## config.mk

```make
export PLATFORM = sky130hd
export DESIGN_NAME = wvm_mac
export DESIGN_NICKNAME = d
export VERILOG_FILES = /design/src/rtl/wvm_pkg.sv /design/src/rtl/wvm_mac.sv
export SDC_FILE = /design/constraint.sdc
export NUM_CORES = 2
export LEC_CHECK = 0
export ABC_CLOCK_PERIOD_IN_PS = 6820
export BUFFER_PORTS_ARGS = -buffer_cell sky130_fd_sc_hd__buf_2
export CAP_MARGIN = 40
export CORE_MARGIN = 2
export CORE_UTILIZATION = 30
export CTS_CLUSTER_DIAMETER = 100
export DETAILED_ROUTE_END_ITERATION = 16
export MAX_ROUTING_LAYER = met4
export PLACE_DENSITY = 0.47
export SLEW_MARGIN = 20
export SYNTH_ARGS = -nofsm -noshare
export SYNTH_HDL_FRONTEND = slang
export SYNTH_SLANG_ARGS = --single-unit
```

## constraint.sdc

```tcl
create_clock -name clk -period 6.82 [get_ports clk]
set_input_delay 0.341 -clock clk [delete_from_list [all_inputs] [get_ports clk]]
set_output_delay 0.341 -clock clk [all_outputs]
set_load 0.02 [all_outputs]
```

## src/rtl/wvm_pkg.sv

```systemverilog
`default_nettype none
package wvm_pkg;

  localparam int FRAC_BITS  = 16;
  localparam int PIXEL_BITS = 16;
  localparam int WORLD_BITS = 32;

  // operand widths: world differences need one bit more, plus headroom for negation
  localparam int OPA_W  = WORLD_BITS + 2;
  localparam int OPB_W  = PIXEL_BITS + 2;
  localparam int PROD_W = OPA_W + OPB_W;
  localparam int MAG_W  = PROD_W;
  localparam int DVS_W  = WORLD_BITS + 1;
  localparam int DIV_W  = WORLD_BITS;
  localparam int Q_BITS = WORLD_BITS + 1;
  localparam int CMP_W  = DIV_W + Q_BITS;

  // input reg, operand reg, product reg, sum reg, range check, quotient stages, clamp
  localparam int LATENCY = 6 + Q_BITS;

  localparam int CFG_IDX_W = 3;
  localparam logic [CFG_IDX_W-1:0] REG_WORLD_LEFT  = 3'd0;
  localparam logic [CFG_IDX_W-1:0] REG_WORLD_BOT   = 3'd1;
  localparam logic [CFG_IDX_W-1:0] REG_WORLD_RIGHT = 3'd2;
  localparam logic [CFG_IDX_W-1:0] REG_WORLD_TOP   = 3'd3;
  localparam logic [CFG_IDX_W-1:0] REG_VIEW_LEFT   = 3'd4;
  localparam logic [CFG_IDX_W-1:0] REG_VIEW_TOP    = 3'd5;
  localparam logic [CFG_IDX_W-1:0] REG_VIEW_RIGHT  = 3'd6;
  localparam logic [CFG_IDX_W-1:0] REG_VIEW_BOT    = 3'd7;

  localparam logic MODE_W2V = 1'b0;
  localparam logic MODE_V2W = 1'b1;

  localparam logic signed [OPA_W-1:0] ONE_A = OPA_W'(64'd1 << FRAC_BITS);

  typedef struct packed {
    logic valid;
    logic mode;
    logic zero;
  } axis_ctl_t;

  typedef struct packed {
    logic signed [OPA_W-1:0] a1;
    logic signed [OPB_W-1:0] b1;
    logic signed [OPA_W-1:0] a2;
    logic signed [OPB_W-1:0] b2;
    logic signed [DVS_W-1:0] dvs;
  } mac_op_t;

  typedef struct packed {
    logic                         neg;
    logic [MAG_W-1:0]             nmag;
    logic [DIV_W-1:0]             dmag;
  } div_op_t;

  typedef struct packed {
    logic                         valid;
    logic                         sat;
    logic                         zero;
    logic signed [PIXEL_BITS-1:0] pix;
    logic signed [WORLD_BITS-1:0] wld;
  } axis_res_t;

endpackage
`default_nettype wire

```

## src/rtl/wvm_mac.sv

```systemverilog
`default_nettype none
module wvm_mac
  import wvm_pkg::*;
(
  input  wire logic      clk,
  input  wire logic      rst,
  input  wire axis_ctl_t ctl_in,
  input  wire mac_op_t   op_in,
  output axis_ctl_t      ctl_out,
  output div_op_t        div_out
);

  axis_ctl_t                ctl_p;
  logic signed [PROD_W-1:0] p1;
  logic signed [PROD_W-1:0] p2;
  logic signed [DVS_W-1:0]  dvs_p;
  logic signed [PROD_W-1:0] sum;
  logic signed [DVS_W-1:0]  dvs_abs;

  // products
  always_ff @(posedge clk) begin
    if (rst) begin
      ctl_p.valid <= 1'b0;
    end else begin
      ctl_p.valid <= ctl_in.valid;
    end
    ctl_p.mode <= ctl_in.mode;
    ctl_p.zero <= ctl_in.zero;
    p1         <= PROD_W'(op_in.a1) * PROD_W'(op_in.b1);
    p2         <= PROD_W'(op_in.a2) * PROD_W'(op_in.b2);
    dvs_p      <= op_in.dvs;
  end

  assign sum     = p1 + p2;
  assign dvs_abs = dvs_p[DVS_W-1] ? -dvs_p : dvs_p;

  // sum, split into sign and magnitudes
  always_ff @(posedge clk) begin
    if (rst) begin
      ctl_out.valid <= 1'b0;
    end else begin
      ctl_out.valid <= ctl_p.valid;
    end
    ctl_out.mode <= ctl_p.mode;
    ctl_out.zero <= ctl_p.zero;
    div_out.neg  <= sum[PROD_W-1] ^ dvs_p[DVS_W-1];
    div_out.nmag <= sum[PROD_W-1] ? MAG_W'(-sum) : MAG_W'(sum);
    div_out.dmag <= dvs_abs[DIV_W-1:0];
  end

endmodule
`default_nettype wire

```

Word-level counts from Yosys, hierarchy flattened
Index checks and enable logic that the tools add are counted. Widths: inputs -> output; s select.

Register bits after elaboration: 228. Output and inout port bits: 88. Logic and storage cells: 21.

$add $sub $neg: 3. Multiply operators: 2. Muxes and demuxes: 2. Bitwise operators: 1.

Operator list (count): $mul 34x18->52 (2); $add 52x52->52 (1); $neg 52->52 (1); $mux 51 (1); $mux 32 (1); $neg 32->32 (1); $xor 1x1->1 (1).

Logic depth before layout (Yosys ltp)
Depth after elaboration: 3. Mapped depth: 27.

Least setup slack after synthesis
Ideal clock, no wire load.

Path type: input to register. Start point: in op_in[120] in the netlist's numbering. End point: reg p1[49]. Data arrival time: 6723 ps. Required time: 6748 ps. Setup slack: 25 ps. Cell stages on the path: 25. Cell sequence: clkbuf_1 clkbuf_1 nand2_1 fa_1 fa_1 fa_1 inv_1 fa_1 fa_1 inv_1 fa_1 inv_1 ha_1 clkbuf_1 a21o_1 a21o_1 a21oi_1 o21ai_0 a211oi_1 a211oi_1 o41ai_1 nor3_1 or3_1 a21oi_1 xnor2_1.

Word-level cells in the longest chain between the ends: 1.

RTL lines: from (decl) (line wvm_mac.sv:8) `input wire mac_op_t op_in,`; $mul 34x18->52 (line wvm_mac.sv:29) `p1 <= PROD_W'(op_in.a1) * PROD_W'(op_in.b1);`; to (signal assigned) (line wvm_mac.sv:29); to (decl) (line wvm_mac.sv:14) `logic signed [PROD_W-1:0] p1;`.

No other way between the ends. A chain may end at the register's enable or synchronous reset.

Worst setup path after layout
Start point: in op_in[117] in the netlist's numbering. End point: reg p1[49].

The elaborated chain is that of the path after synthesis.

==> run_results.csv <==
group,metric,value,unit
clock_network,clk_latency,0.56,ns
final_layout,drive_gt1_share,10.9,%
yosys,synthDistinctLibCells,76,
timing,relSlewSlack,42.4,%
yosys,syn_area,0.0511,mm2
floorplanning,io_pins,230,
final_layout,stdcell_count,8370,
yosys,yosysSeqAreaShare,8.94,%
global_route,grt_use_total,17.5,%
placement,portBuffers,229,
setup_path,worstPathArrival,6.95,ns
timing,drv_slew,0,
global_route,gr-total-overflow,0,
timing,finClkSkew,0.0219,ns
drt,ant_nets,0,
placement,dp_cells,8286,
yosys,ys_dominant_reg_cell,"dfxtp_1",
floorplanning,die_area,0.174,mm2
setup_path,critPathMaxStageDelay,0.54,ns
setup_path,slowest_stage,"fa_1",
placement,detailed_place_hpwl,127000,um
floorplanning,dieHeight,417,um
setup_path,required,7.29,ns
final_layout,layout_commonest_cell,"inv_1",
timing,period_needed,6.48,ns
drt,via_per_inst,4.54,
clock_network,cts_tree,"built",
floorplanning,core,0.169,mm2
floorplanning,fp-row-count,151,
setup_path,worstSetupPathType,"input pin to flip-flop",
clock_network,clk_pin_slew,0.07,ns
clock_network,clock-root-buffer,"clkbuf_16",
setup_path,endpoint_kind,"flip-flop",
min_path,hold_path.class,"flip-flop to flip-flop",
clock_network,postCtsSetupBuffers,0,
final_layout,mostFrequentLayoutCells,"inv_1 (1,331), fa_1 (1,171), nand2_1 (821)",
run_status,outcome,"finished clean",
timing,hold_viol,0,
timing,setup_ws,0.340,ns
drt,drcViolationCount,0,
drt,routed_wl,144000,um
run,maxCapViolations,0,
timing,tns,0,ns
final_layout,area_growth,14.3,%
drt,drt_first_pass_iters,7,
timing,rsz0062_at_grt,"false",
yosys,synth_area_leaders,"fa_1 (46%), inv_1 (9.8%), dfxtp_1 (8.9%)",
placement,pre_cts_ws,-0.206,ns
drt,wl_per_cell,17.2,um
global_route,grt_max_degree,28,
floorplanning,die_w,417,um
yosys,synthCells,5708,
placement,gp_congestion,0.863,
clock_network,cts_num_sinks,228,
timing,fin_crit_sh,95.0,%
drt,route.vias.total,38000,
global_route,grt_first_pass_wirelength,231000,um
clock_network,cts.htree.levels,1,
drt,drtIter0Drc,1737,
yosys,ys_async_sr_fraction,0,%
final_layout,fin_util,34.5,%
yosys,synth_top_area_cell,"fa_1",
global_route,antenna_found_initial,6,
timing,tightest_slew,0.858,ns
final_layout,nNetsFinal,7748,
yosys,synth_top_area_share,45.9,%
yosys,synth_warnings,0,
yosys,synth-seq-cells,228,
timing,fmax,0.154,GHz
yosys,syn_area_per_cell,8.95,um2
setup_path,path_max_fanout,6,
timing,setup_viol,0,
yosys,synth_fp_nets,7324,
floorplanning,initial_core_util,30.2,%
clock_network,cts_buffers,24,
setup_path,cp_common_cell,"fa_1",
setup_path,cp-start-kind,"input pin",
global_route,grt_pass1_vias,41300,
clock_network,max-clock-path-buffers,3,
yosys,synth_enable_flop_cells,0,
worst paths after layout:
| path | slack (ns) | to | cells past startpoint | startpoint |
|---|---|---|---|---|
| hold reg to reg | 0.33 | ctl_out[1] | 0 | ctl_p[1] |
| setup reg to reg | 1.87 | div_out[75] | 11 | p2[0] |
| setup / recovery | 0.34 | p1[49] | 25 | op_in[117] |
| hold / removal | 0.33 | ctl_out[1] | 0 | ctl_p[1] |
sequential cells by signal, summed over array words and instances (netlist names):
signal   flops
dvs_p       33
ctl_p        3
p1          52
div_out     85
ctl_out      3
p2          52
routing by layer:
layer	up-vias	track usage (%)	part of all wire, %
met5	-	-	0
met4	0	4.45	3.3
met3	149	1.48	3.1
met2	598	31.5	52
met1	19500	21.1	42
li1	17800	-	-
logic make-up after synthesis:
family / Yosys count / synth area share [%]
mux: 2 / 0.0417
simple gates: 1706 / 16.0
compound gates: 509 / 6.44
flops: 228 / 8.94
fa+ha+maj: 1474 / 53.3
xor+xnor: 212 / 3.64
buf+inv: 1577 / 11.6
stage by stage:
step / hold slack [ns] / area, um2
after detailed placement: 0.314 / 57200
after CTS: 0.327 / 58400
final: 0.327 / 58400
after global placement: 0.317 / 57100
after global routing: 0.340 / 58400
after floorplan: 0.310 / 51100
synth_stat cells, types with 14 or more instances:
| library cell | number |
|---|---|
| nand2b_1 | 36 |
| dfxtp_1 | 228 |
| a31oi_1 | 14 |
| and3_1 | 17 |
| nor3_1 | 45 |
| or3_1 | 24 |
| nand3_1 | 26 |
| fa_1 | 1171 |
| a21o_1 | 68 |
| o31ai_1 | 24 |
| nor2_1 | 168 |
| a211oi_1 | 25 |
| ha_1 | 303 |
| o21bai_1 | 16 |
| a21oi_1 | 150 |
| nor2b_1 | 19 |
| nand4_1 | 29 |
| nand2_1 | 821 |
| o21a_1 | 27 |
| inv_1 | 1331 |
| xor2_1 | 64 |
| xnor2_1 | 148 |
| clkbuf_1 | 241 |
| and2_1 | 475 |
| o21ai_0 | 97 |
layout make-up:
class	instances	area [um2]
sequential	228	4560
clock buffer	27	632
antenna	3	7.51
inverter	1332	5000
clock inverter	16	213
tap	2218	2780
multi-input combinational	3903	40600
fill	17600	111000
timing repair buffer	643	4610
critical path, delay by kind of cell:
kind	cells	cell delay, ns
adders and majority gates	7	3.30
and+or+nand+nor	3	0.62
xor gates and xnor gates	1	0.14
AOI/OAI and AO/OA	8	1.94
buffers and inverters	6	0.59
what timing repair did:
action | 4_1_cts | 5_1_grt
hold endpoints to repair | 37 | 0
resized for setup | 0 | 3
hold buffers | 37 | 0
setup endpoints to repair | 0 | 2
Power is left out: the tool's default activity adds up to more than one toggle a clock period on the data nets, which glitch-free logic cannot reach.
